### src/hw/rtl/dmc_pkg.sv
// Shared types, constants and helpers for the direct-mapped cache hit counter.
package dmc_pkg;

    localparam int unsigned DEF_MAX_LINES = 1024;

    localparam int unsigned ADDR_W      = 32;
    localparam int unsigned CNT_W       = 32;
    localparam int unsigned CFG_W       = 4;
    localparam int unsigned CFG_INDEX_W = 2;
    // index_bits tops out at 15, so a masked set select never needs more bits
    localparam int unsigned MASK_W      = 15;

    localparam logic [CFG_INDEX_W-1:0] REG_BLOCK_OFFSET = CFG_INDEX_W'(0);
    localparam logic [CFG_INDEX_W-1:0] REG_INDEX_BITS   = CFG_INDEX_W'(1);

    localparam logic [CFG_W-1:0] RST_BLOCK_OFFSET = CFG_W'(5);
    localparam logic [CFG_W-1:0] RST_INDEX_BITS   = CFG_W'(10);

    // Classified request handed from the front end to the back end
    typedef struct packed {
        logic [MASK_W-1:0] set_sel;
        logic [ADDR_W-1:0] block;
    } req_t;

    // One entry of the line store
    typedef struct packed {
        logic              valid;
        logic [ADDR_W-1:0] block;
    } line_t;

    function automatic logic [CNT_W-1:0] sat_inc(input logic [CNT_W-1:0] v);
        sat_inc = (v == '1) ? v : v + CNT_W'(1);
    endfunction

endpackage

### src/hw/rtl/dmc_queue.sv
// Two-entry request queue between the front end and the back end.
module dmc_queue (
    input  logic          clk,
    input  logic          rst_n,
    input  logic          push,
    input  dmc_pkg::req_t push_data,
    output logic          full,
    input  logic          pop,
    output logic          not_empty,
    output dmc_pkg::req_t head
);
    import dmc_pkg::*;

    req_t       slot_reg [2];
    logic       wr_ptr_reg;
    logic       wr_ptr_next;
    logic       rd_ptr_reg;
    logic       rd_ptr_next;
    logic [1:0] count_reg;
    logic [1:0] count_next;

    assign full      = (count_reg == 2'd2);
    assign not_empty = (count_reg != 2'd0);
    assign head      = slot_reg[rd_ptr_reg];

    always_comb
    begin
        wr_ptr_next = push ? ~wr_ptr_reg : wr_ptr_reg;
        rd_ptr_next = pop  ? ~rd_ptr_reg : rd_ptr_reg;
        count_next  = count_reg;
        if (push && !pop)
            count_next = count_reg + 2'd1;
        else if (pop && !push)
            count_next = count_reg - 2'd1;
    end

    always_ff @(posedge clk or negedge rst_n)
    begin
        if (!rst_n)
        begin
            wr_ptr_reg <= 1'b0;
            rd_ptr_reg <= 1'b0;
            count_reg  <= 2'd0;
        end
        else
        begin
            wr_ptr_reg <= wr_ptr_next;
            rd_ptr_reg <= rd_ptr_next;
            count_reg  <= count_next;
        end
    end

    always_ff @(posedge clk)
    begin
        if (push)
            slot_reg[wr_ptr_reg] <= push_data;
    end

endmodule

### config.mk
export PLATFORM = sky130hd
export DESIGN_NAME = dmc_queue
export DESIGN_NICKNAME = d
export VERILOG_FILES = /design/src/hw/rtl/dmc_pkg.sv /design/src/hw/rtl/dmc_queue.sv
export SDC_FILE = /design/constraint.sdc
export NUM_CORES = 1
export LEC_CHECK = 0
export BUFFER_PORTS_ARGS = -buffer_cell sky130_fd_sc_hd__clkbuf_2
export CELL_PAD_IN_SITES_DETAIL_PLACEMENT = 0
export CELL_PAD_IN_SITES_GLOBAL_PLACEMENT = 1
export CORE_MARGIN = 3
export CORE_UTILIZATION = 30
export CTS_CLUSTER_SIZE = 10
export DETAILED_ROUTE_END_ITERATION = 10
export PLACE_DENSITY = 0.61
export SYNTH_ARGS = -nofsm -noshare
export SYNTH_HDL_FRONTEND = slang
export SYNTH_SLANG_ARGS = --single-unit
### constraint.sdc
create_clock -name clk -period 4.9 [get_ports clk]
set_input_delay 0.98 -clock clk [delete_from_list [all_inputs] [get_ports clk]]
set_output_delay 0.98 -clock clk [all_outputs]
set_load 0.02 [all_outputs]
==> parameters.txt <==
Parameter                              Value

Routing
  WL per Instance ... 14.5 microns
  Count of TritonRoute iterations in the first routing pass ... 4
  Remaining routing DRC violations ... 0
  Via total after detailed routing ... 1764
  Antenna-violating nets left ... 0
  Detailed Route WL ... 6050 microns
  Vias/cell ... 4.22
  Detailed router's first-iteration violation count ... 57

Yosys
  Total of warnings raised by yosys ... 0
  Post-Syn Area per Cell ... 22.6 sq um
  Synth Register Bits ... 98
  Top post-synthesis cells by area ... edfxtp_1 (77%), mux2_2 (8.3%), mux2_4 (8.2%), dfrtp_1 (2.7%), xor2_1 (0.96%)
  Compound-gate portion of the synthesized area ... 0%
  Total nets after synthesis ... 214
  Mux share of post-synthesis cell area ... 16.5%
  Post-synthesis share of cell area spent on full adders, half adders and majority gates ... 0.342%
  Simple-gate area share of the yosys netlist ... 0.786%
  Combined area of all synthesized cells ... 3660 sq um
  Seq/Total Area, Yosys ... 79.9%
  Instance count of the mapped netlist ... 162
  XOR/XNOR share of the synthesized area ... 1.20%
  Top-area cell type share of the netlist area ... 77.1%
  Yosys cell types ... 14
  Combinational family with the most area after synthesis ... multiplexers
  Dominant cell type by area after synthesis ... edfxtp_1

STA
  Number of endpoints with negative hold slack in the final report ... 0
  Final critical delay including setup and external delays ... 3.28 ns
  Upper clock frequency limit ... 305 MHz
  Worst Skew ... 0.00794 ns
  Slew margin rel. ... 23.7%
  RSZ-0062 raised after global routing ... false
  Actual transition at the worst max-transition pin ... 1.14 ns
  Final period utilization ... 66.9%
  Setup Viol. Count Final ... 0
  Number of slew-limit violations in the final report ... 0
  Setup total negative slack ... 0 ns

Clock network
  CTS Root Buffer Type ... clkbuf_16
  Sink count of the clock tree ... 98
  Clock latency reported for the late side of the worst-skew pair ... 0.33 ns
  Quantity of gates resized following cts ... 0
  Clock tree from TritonCTS ... yes
  CTS Buf Count ... 9
  Number of buffers inserted for hold repair after clock tree synthesis ... 0
  Post-CTS Repair Setup Buffers ... 0
  Maximum level of the CTS H-tree ... 3
  Maximum count of clock buffers along a single path ... 2
  Clock transition at the register clock pins on the worst setup and hold paths after CTS ... 0.07 ns

Finish
  Post-synthesis to final-layout area growth ... 25.5%
  Final Instance Area ... 4590 sq um
  Leading cell type in the layout, fill and taps excluded ... clkbuf_2
  Flip-flop count of the largest register after layout ... 94
  Number of fill cells ... 1067
  Sequential Area ... 2920 sq um
  # diodes ... 0
  Nets ... 322
  Proportion of layout cells with a drive suffix above 1 ... 60.7%
  Area used by multi-input combinational logic ... 698 sq um
  Most used cells in the layout excluding fill and tap cells ... clkbuf_2 (99), edfxtp_1 (94), mux2_2 (27), mux2_4 (20), clkbuf_16 (9)

Pwr
  Proportion of total power due to net switching ... 31.8%
  PD cells ... 586 nW/um^2
  Psw ... 857 uW
  Int Power ... 1830 uW
  Sequential power share ... 45.9%
  Relative contribution of the clock network to total power ... 23.4%
  Worst voltage drop across the vdd grid ... 406 uV
  Proportion of power drawn by combinational gates ... 30.7%
  Lkg Pwr ... 0.00181 uW

Worst setup path
  Critical path type ... reg -> out
  Worst path arrival time ... 2.30 ns
  Category of the worst setup path capture point ... output port
  Number of cell instances on the worst register-to-register path ... 2
  Peak fanout along the critical path ... 43
  R2R setup slack ... 3.08 ns
  Type of element launching the critical path ... flip-flop
  Req. time, crit path ... 3.92 ns
  RR Endpoint ... slot_reg[0][19]
  Beginning of the worst register-to-register path ... wr_ptr_reg

Global routing
  Overflow after GRT ... 0
  Global-route wire length before repair ... 9070 microns
  Met3 track demand over resource in global routing ... 3.01%
  Most used routing layer in global routing ... met2
  Number of global-route vias before repair ... 1853
  Maximum number of pins on one net before global-route repair ... 44
  Met2 usage ... 14.4%
  Antenna violations before repair ... 0
  Global routing usage summed across all routing layers ... 9.01%
  Routing usage on met1 ... 11.2%

Placed design
  Final HPWL from detailed placement ... 3980 microns
  Total of buffers placed on input and output ports ... 99
  Placed Area ... 4320 sq um
  Global placer's final weighted congestion ... 0.642

Floorplan
  Starting density of the core ... 31.4%
  Number of rows in the core area ... 39
  Overall die height ... 116 microns
  Die footprint ... 13600 sq um
  CORE AREA ... 11700 sq um
  Io pins ... 100
  Die Width ... 116 microns

Job
  Count of max-cap constraint violations ... 0

Worst hold path
  Hold WC Path Type ... in -> async

Outcome
  Status ... finished, final reports clean
## final cells by class
class	instances	share of cell area, %
Timing Repair Buffer	102	11.3
Tap cell	143	3.89
Sequential cell	98	63.6
Multi-Input combinational cell	58	15.2
Inverter	1	0.0817
Clock buffer	9	4.90
Clock inverter	7	1.01
## logic make-up after synthesis
kind of cell / count (synthesis)
DFF: 98
muxes: 47
buffers and inverters: 6
xor gates and xnor gates: 5
and+or+nand+nor: 5
adders and majority gates: 1
## power by group through the flow
| stage | Clock (uW) | Sequential, uW | Combinational, uW |
|---|---|---|---|
| 6_report | 629 | 1240 | 826 |
| 5_1_grt | 695 | 1260 | 886 |
| 4_1_cts | 655 | 1240 | 851 |
| 3_5_place_dp | 0 | 1260 | 848 |
| 3_3_place_gp | 0 | 1250 | 847 |
| 2_1_floorplan | 0 | 1170 | 673 |
## synthesized netlist by cell type
cell / count
and2_1: 1
buf_2: 2
buf_6: 3
dfrtp_1: 4
edfxtp_1: 94
ha_1: 1
inv_1: 1
mux2_2: 27
mux2_4: 20
nor2_1: 1
nor2b_1: 2
or2_2: 1
xnor2_1: 1
xor2_1: 4
## through the flow
stage                     hold WS (ns)  instances  setup slack [ns]  power [uW]  utilization (%)
final                            0.444        418              1.62        2690             39.4
after global routing             0.432        418              1.46        2840             39.4
after CTS                        0.432        418              1.54        2750             39.4
after detailed placement         0.467        402              1.91        2110             37.1
after global placement           0.463        402              1.91        2100             37.1
after floorplan                  0.447        162              1.37        1850                -
## worst max-delay path, cell delays in order (launching register included)
cell	delay [ns]
dfrtp_2	1.13
buf_4	0.33
mux2_2	0.34
clkbuf_2	0.15
## metal layers
metal  vias to the layer above  wire [microns]
li1                        846               -
met1                       847            2760
met2                        62            2820
met3                         9             364
met4                         0              94
met5                         -               0
## worst max path at each step
stage / start / to / slack [ns] / cells past startpoint
2_1_floorplan: push / slot_reg[0][0] / 1.37 / 1
3_3_place_gp: rd_ptr_reg / head[41] / 1.91 / 3
6_report: rd_ptr_reg / head[41] / 1.62 / 3
4_1_cts: rd_ptr_reg / head[41] / 1.54 / 3
3_5_place_dp: rd_ptr_reg / head[41] / 1.91 / 3
5_1_grt: rd_ptr_reg / head[41] / 1.46 / 3
(Power assumes the default switching activity.)
