## config.mk

```make
export PLATFORM = sky130hd
export DESIGN_NAME = dmc_front
export DESIGN_NICKNAME = d
export VERILOG_FILES = /design/src/hw/rtl/dmc_pkg.sv /design/src/hw/rtl/dmc_front.sv
export SDC_FILE = /design/constraint.sdc
export NUM_CORES = 1
export LEC_CHECK = 0
export BUFFER_PORTS_ARGS = -buffer_cell sky130_fd_sc_hd__buf_4
export CAP_MARGIN = 20
export CORE_ASPECT_RATIO = 1.2
export CORE_MARGIN = 4
export CORE_UTILIZATION = 45
export DETAILED_ROUTE_END_ITERATION = 6
export GPL_TIMING_DRIVEN = 0
export PLACE_DENSITY = 0.78
export SLEW_MARGIN = 20
export SYNTH_ARGS = -nofsm -noshare
export SYNTH_HDL_FRONTEND = slang
export SYNTH_SLANG_ARGS = --single-unit
```

## constraint.sdc

```tcl
create_clock -name clk -period 3 [get_ports clk]
set_clock_uncertainty 0.15 [all_clocks]
set_input_delay 0.75 -clock clk [delete_from_list [all_inputs] [get_ports clk]]
set_output_delay 0.75 -clock clk [all_outputs]
set_load 0.1 [all_outputs]
```

## src/hw/rtl/dmc_pkg.sv

```systemverilog
// Shared types, constants and helpers for the direct-mapped cache hit counter.
package dmc_pkg;

    localparam int unsigned DEF_MAX_LINES = 1024;

    localparam int unsigned ADDR_W      = 32;
    localparam int unsigned CNT_W       = 32;
    localparam int unsigned CFG_W       = 4;
    localparam int unsigned CFG_INDEX_W = 2;
    // index_bits tops out at 15, so a masked set select never needs more bits
    localparam int unsigned MASK_W      = 15;

    localparam logic [CFG_INDEX_W-1:0] REG_BLOCK_OFFSET = CFG_INDEX_W'(0);
    localparam logic [CFG_INDEX_W-1:0] REG_INDEX_BITS   = CFG_INDEX_W'(1);

    localparam logic [CFG_W-1:0] RST_BLOCK_OFFSET = CFG_W'(5);
    localparam logic [CFG_W-1:0] RST_INDEX_BITS   = CFG_W'(10);

    // Classified request handed from the front end to the back end
    typedef struct packed {
        logic [MASK_W-1:0] set_sel;
        logic [ADDR_W-1:0] block;
    } req_t;

    // One entry of the line store
    typedef struct packed {
        logic              valid;
        logic [ADDR_W-1:0] block;
    } line_t;

    function automatic logic [CNT_W-1:0] sat_inc(input logic [CNT_W-1:0] v);
        sat_inc = (v == '1) ? v : v + CNT_W'(1);
    endfunction

endpackage

```

## src/hw/rtl/dmc_front.sv

```systemverilog
// Front end: configuration registers and block address / set select classification.
module dmc_front (
    input  logic                           clk,
    input  logic                           rst_n,
    input  logic                           cfg_write,
    input  logic [dmc_pkg::CFG_INDEX_W-1:0] cfg_index,
    input  logic [dmc_pkg::CFG_W-1:0]      cfg_data,
    input  logic [dmc_pkg::ADDR_W-1:0]     address,
    output dmc_pkg::req_t                  req
);
    import dmc_pkg::*;

    logic [CFG_W-1:0]  offset_reg;
    logic [CFG_W-1:0]  offset_next;
    logic [CFG_W-1:0]  idx_bits_reg;
    logic [CFG_W-1:0]  idx_bits_next;
    logic [ADDR_W-1:0] block;
    logic [MASK_W:0]   mask_full;

    always_comb
    begin
        offset_next   = offset_reg;
        idx_bits_next = idx_bits_reg;
        if (cfg_write)
        begin
            case (cfg_index)
                REG_BLOCK_OFFSET: offset_next   = cfg_data;
                REG_INDEX_BITS:   idx_bits_next = cfg_data;
                default:          ;
            endcase
        end
    end

    always_ff @(posedge clk or negedge rst_n)
    begin
        if (!rst_n)
        begin
            offset_reg   <= RST_BLOCK_OFFSET;
            idx_bits_reg <= RST_INDEX_BITS;
        end
        else
        begin
            offset_reg   <= offset_next;
            idx_bits_reg <= idx_bits_next;
        end
    end

    // Drop the byte offset, then keep only the configured index bits
    assign block     = address >> offset_reg;
    assign mask_full = ((MASK_W+1)'(1) << idx_bits_reg) - (MASK_W+1)'(1);

    assign req.block   = block;
    assign req.set_sel = block[MASK_W-1:0] & mask_full[MASK_W-1:0];

endmodule

```

==> results of run 1 <==
-- cells in the mapped netlist (all sizes together) (2+ instances only) --
| library cell | count |
|---|---|
| mux4 | 32 |
| mux2 | 23 |
| mux2i | 21 |
| nor2 | 21 |
| buf | 16 |
| a21oi | 13 |
| a211oi | 12 |
| nand2 | 11 |
| clkbuf | 10 |
| nor2b | 8 |
| nor3 | 6 |
| and2 | 5 |
| o21ai | 5 |
| dfrtp | 4 |
| dfstp | 4 |
| a21o | 3 |
| nand3b | 3 |
| inv | 2 |
| nand3 | 2 |
| nor3b | 2 |
| nor4 | 2 |
| o211a | 2 |
| o21a | 2 |
| o22a | 2 |
| o22ai | 2 |
-- cells by family after synthesis --
group                      after synthesis
AOI/OAI and AO/OA                       45
xor gates and xnor gates                 2
adders and majority gates                1
buffers and inverters                   28
DFF                                      8
muxes                                   76
and+or+nand+nor                         63
-- stage by stage --
stage,setup slack (ps),utilization,std cells,area (um2),TNS (ps)
global placement,-312.1,0.7156,370,3510,-6279
detailed placement,-344.0,0.7156,370,3510,-6647
CTS,-336.7,0.9538,401,4678,-8267
floorplan,-314.3,-,223,2781,-2497
-- timing repair --
| action | 4_1_cts |
|---|---|
| resized for setup | 204 |
| gates cloned | 3 |
| pin swaps | 15 |
| endpoints found under the setup margin | 46 |
| buffers inserted | 26 |
==> impl_metrics.toml, run 1 <==
[synth]
synth_edf_count = 0
synth_compound_area_frac = 0.1328
synthAdderAreaFrac = 0.005510
ys_async_sr_fraction = 1.000
synth_top_family_by_area = "multiplexers"
synth_area_leader_cell = "mux4_2"
synth_fp_nets = 265
synth_xor_xnor_area_share = 0.007713
synth_cells = 223
syn-cell-area_um2 = 2271
synth_warnings = 0
synth_top_area_share = 0.1785
synthFlopType = "dfstp_2"
seq_area_frac_synth = 0.09036
synth_mux_area_frac = 0.5521
synth_cell_types = 42
synthTopCellsByArea = "mux4_2 18%, mux4_1 16%, mux2_2 9.9%"
ys_ff_latch = 8
postSynthAreaPerCell_um2 = 10.18
synth_simple_gate_area_frac = 0.1427

[status]
stop_stage = "5_1_grt"
status = "stopped before the end"
stop_error = "[ERROR DPL-0038] Utilization greater than 100%, impossible to legalize"

[cts]
cts_hold_buffers = 0
root_buffer = "clkbuf_8"
h-tree-depth = 1
cts_buffers = 3
clock_path_buffers = 2
cts_sinks = 8

[floorplanning]
die_y_um = 85.82
pin_count = 88
rows = 28
start_util = 0.4630
dieWidth_um = 72.85

[place]
place.port_buffers = 87
gp_congestion = 0.9333
dp_hpwl_mm = 6.164

[global_route]
grt_max_degree = 11

[timing]
worst_endpoint = "req[40]"
worstEndpointType = "top-level output"
==> run 2: changes to the inputs <==
--- a/config.mk
+++ b/config.mk
@@ -7,12 +7,11 @@
 export LEC_CHECK = 0
 export BUFFER_PORTS_ARGS = -buffer_cell sky130_fd_sc_hd__buf_4
 export CAP_MARGIN = 20
-export CORE_ASPECT_RATIO = 1.2
 export CORE_MARGIN = 4
-export CORE_UTILIZATION = 45
+export CORE_UTILIZATION = 30
 export DETAILED_ROUTE_END_ITERATION = 6
 export GPL_TIMING_DRIVEN = 0
-export PLACE_DENSITY = 0.78
+export PLACE_DENSITY_LB_ADDON = 0.15
 export SLEW_MARGIN = 20
 export SYNTH_ARGS = -nofsm -noshare
 export SYNTH_HDL_FRONTEND = slang
==> impl_metrics.toml, run 2 <==
[final_layout]
final_nets = 398
layout_common_cells = "72 x buf_4, 47 x buf_12, 28 x mux4_2, 19 x buf_6"
area.growth.synth_to_final_pct = 118.5
finalNonFillerCells = 453
layout_commonest_cell = "buf_4"
drive_gt1_frac = 0.8362
fillers = 546
n_antenna_cell = 0

[floorplanning]
core_um2 = 7292
dieWidth_um = 95.01
rows = 31
die_area_um2 = 9026
die_y_um = 95.01
start_util = 0.3114
pin_count = 88

[global_route]
track_usage = 0.2071
grt-ovfl-total = 0
grt_max_degree = 11
grt_pass1_vias = 2625
grt_first_pass_wirelength_mm = 14.46
antenna_found_initial = 0

[synth]
synth_cell_types = 42
syn-cell-area_um2 = 2271
postSynthAreaPerCell_um2 = 10.18
synth_area_leader_cell = "mux4_2"
synth_edf_count = 0
synthFlopType = "dfstp_2"
ys_async_sr_fraction = 1.000
synth_warnings = 0
synth_fp_nets = 265
synth_cells = 223
synth_top_area_share = 0.1785
synthTopCellsByArea = "mux4_2 18%, mux4_1 16%, mux2_2 9.9%"
ys_ff_latch = 8
synth_common_cells = "21 x mux2i_1, 21 x nor2_1, 20 x mux2_2"
seq_area_frac_synth = 0.09036

[worst_setup_path]
cp-endpoint = "req[41]"
startpoint_type = "register"
path_class = "reg2out"
arrival_ps = 2460
rr_worst_depth = 6
rrSetupSlack_ps = 1190
path_cells = "buf_8 > buf_12 > mux4_2 > mux2_4 > mux2_4 > o211a_4 > buf_12"
timing.rr.end = "offset_reg[2]"
cp-startpoint = "offset_reg[0]"
cpPeakStageDelay_ps = 540
r2r_start = "offset_reg[2]"
slowest_stage = "dfstp_2"
endpoint_kind = "output pin"
path_max_fanout = 6
crit_required_ps = 2100

[status]
failed_checks = "setup timing"
status = "finished with violations"

[cts]
cts.clk_slew.worst_paths_ps = 40
clock_path_buffers = 2
root_buffer = "clkbuf_8"
cts_sinks = 8
clk_latency_ps = 230
cts_tree = "built"
cts_buffers = 3
cts_hold_buffers = 0
h-tree-depth = 1

[detailed_routing]
wire_per_inst_um = 20.34
drc = 0
drt-initial-drc-count = 98
drtPass1Iterations = 4
ant_nets = 0
drt-total-wl_mm = 9.216
vias = 2565
post_drt_via_cell_ratio = 5.662

[place]
gp_congestion = 0.9284
placed_cells = 409
dp_hpwl_mm = 6.574
place.port_buffers = 87
pre_cts_slack_ps = -375.5

[timing]
rsz0062_at_grt = "true"
maxSlewViolCount = 0
worst_slack_ps = -357.8
hold_viol = 0
worst_pin_slew_ps = 598.7
fmax_ghz = 0.2978
setup_tns_ps = -8389
finalCritPeriodShare = 1.119
period_minus_slack_ps = 3358
setup_viol = 44
slew_headroom = 0.6000

[job]
cap_viol_max_count = 0

[pwr]
p_per_area_nw_per_um2 = 965.5
ir_drop_mv = 0.4850
p_leak_nw = 1.937

[worst_hold_path]
hold_class = "in2async"
==> run 2: cell counts after synthesis <==
No cell type changed its count.
==> run 2: stage by stage <==
step	instance area, um2	hold slack [ps]	utilization	total power, W
finish	4961	173.2	0.6803	0.004790
global route	4961	176.9	0.6803	0.004952
CTS	4693	177.7	0.6436	0.004550
detailed placement	3558	424.6	0.4880	0.003481
global placement	3558	423.7	0.4880	0.003474
floorplan	2781	304.4	-	0.002919
==> run 2: worst max-delay path, delay by kind of cell (launching register included) <==
family	cells	cell delay (ps)
mux	3	1100
flops	1	540
buf+inv	3	420
compound gates	1	150
==> run 2: cells by family after synthesis <==
| logic type | share of synthesized area |
|---|---|
| muxes | 0.5521 |
| AOI/OAI and AO/OA | 0.1328 |
| buffers and inverters | 0.06887 |
| xor gates and xnor gates | 0.007715 |
| DFF | 0.09036 |
| adders and majority gates | 0.005509 |
| and+or+nand+nor | 0.1427 |
==> run 2: power breakdown <==
group	total (W)	switching (W)	internal (W)
logic	0.00450	0.00267	0.00183
registers	0.000156	0.0000195	0.000137
clock network	0.000134	0.0000467	0.0000873
==> run 2: layer usage <==
layer / vias to the layer above / part of all wire / wire (um) / track usage
li1: 1145 / - / - / -
met1: 1290 / 0.43 / 3979 / 0.2891
met2: 123 / 0.51 / 4714 / 0.3517
met3: 7 / 0.048 / 440 / 0.02470
met4: 0 / 0.0088 / 81 / 0.03005
met5: - / 0 / 0 / 0
==> run 2: worst min path at each step <==
stage / from / cells past startpoint / to
after floorplan: rst_n / 0 / idx_bits_reg[0]
after global placement: rst_n / 1 / idx_bits_reg[0]
after detailed placement: rst_n / 1 / idx_bits_reg[0]
after CTS: rst_n / 1 / idx_bits_reg[0]
after global routing: rst_n / 1 / offset_reg[3]
final: rst_n / 1 / idx_bits_reg[0]
==> run 2: area by class of cell <==
type | count | area (um2) | area share
Buffer | 24 | 282.8 | 0.05700
Clock buffer | 3 | 41.29 | 0.008323
Inverter | 2 | 7.507 | 0.001513
Multi-Input combinational cell | 187 | 2670 | 0.5382
Sequential cell | 8 | 206.4 | 0.04161
Tap cell | 99 | 123.9 | 0.02497
Timing Repair Buffer | 130 | 1629 | 0.3284
==> run 2: what timing repair did <==
item                       CTS  global route
setup endpoints to repair   46            46
gates cloned                 1             0
gates resized for setup    204            46
buffers inserted            29            13
pin swaps                   20            15
Power figures use the tool's default switching activity.
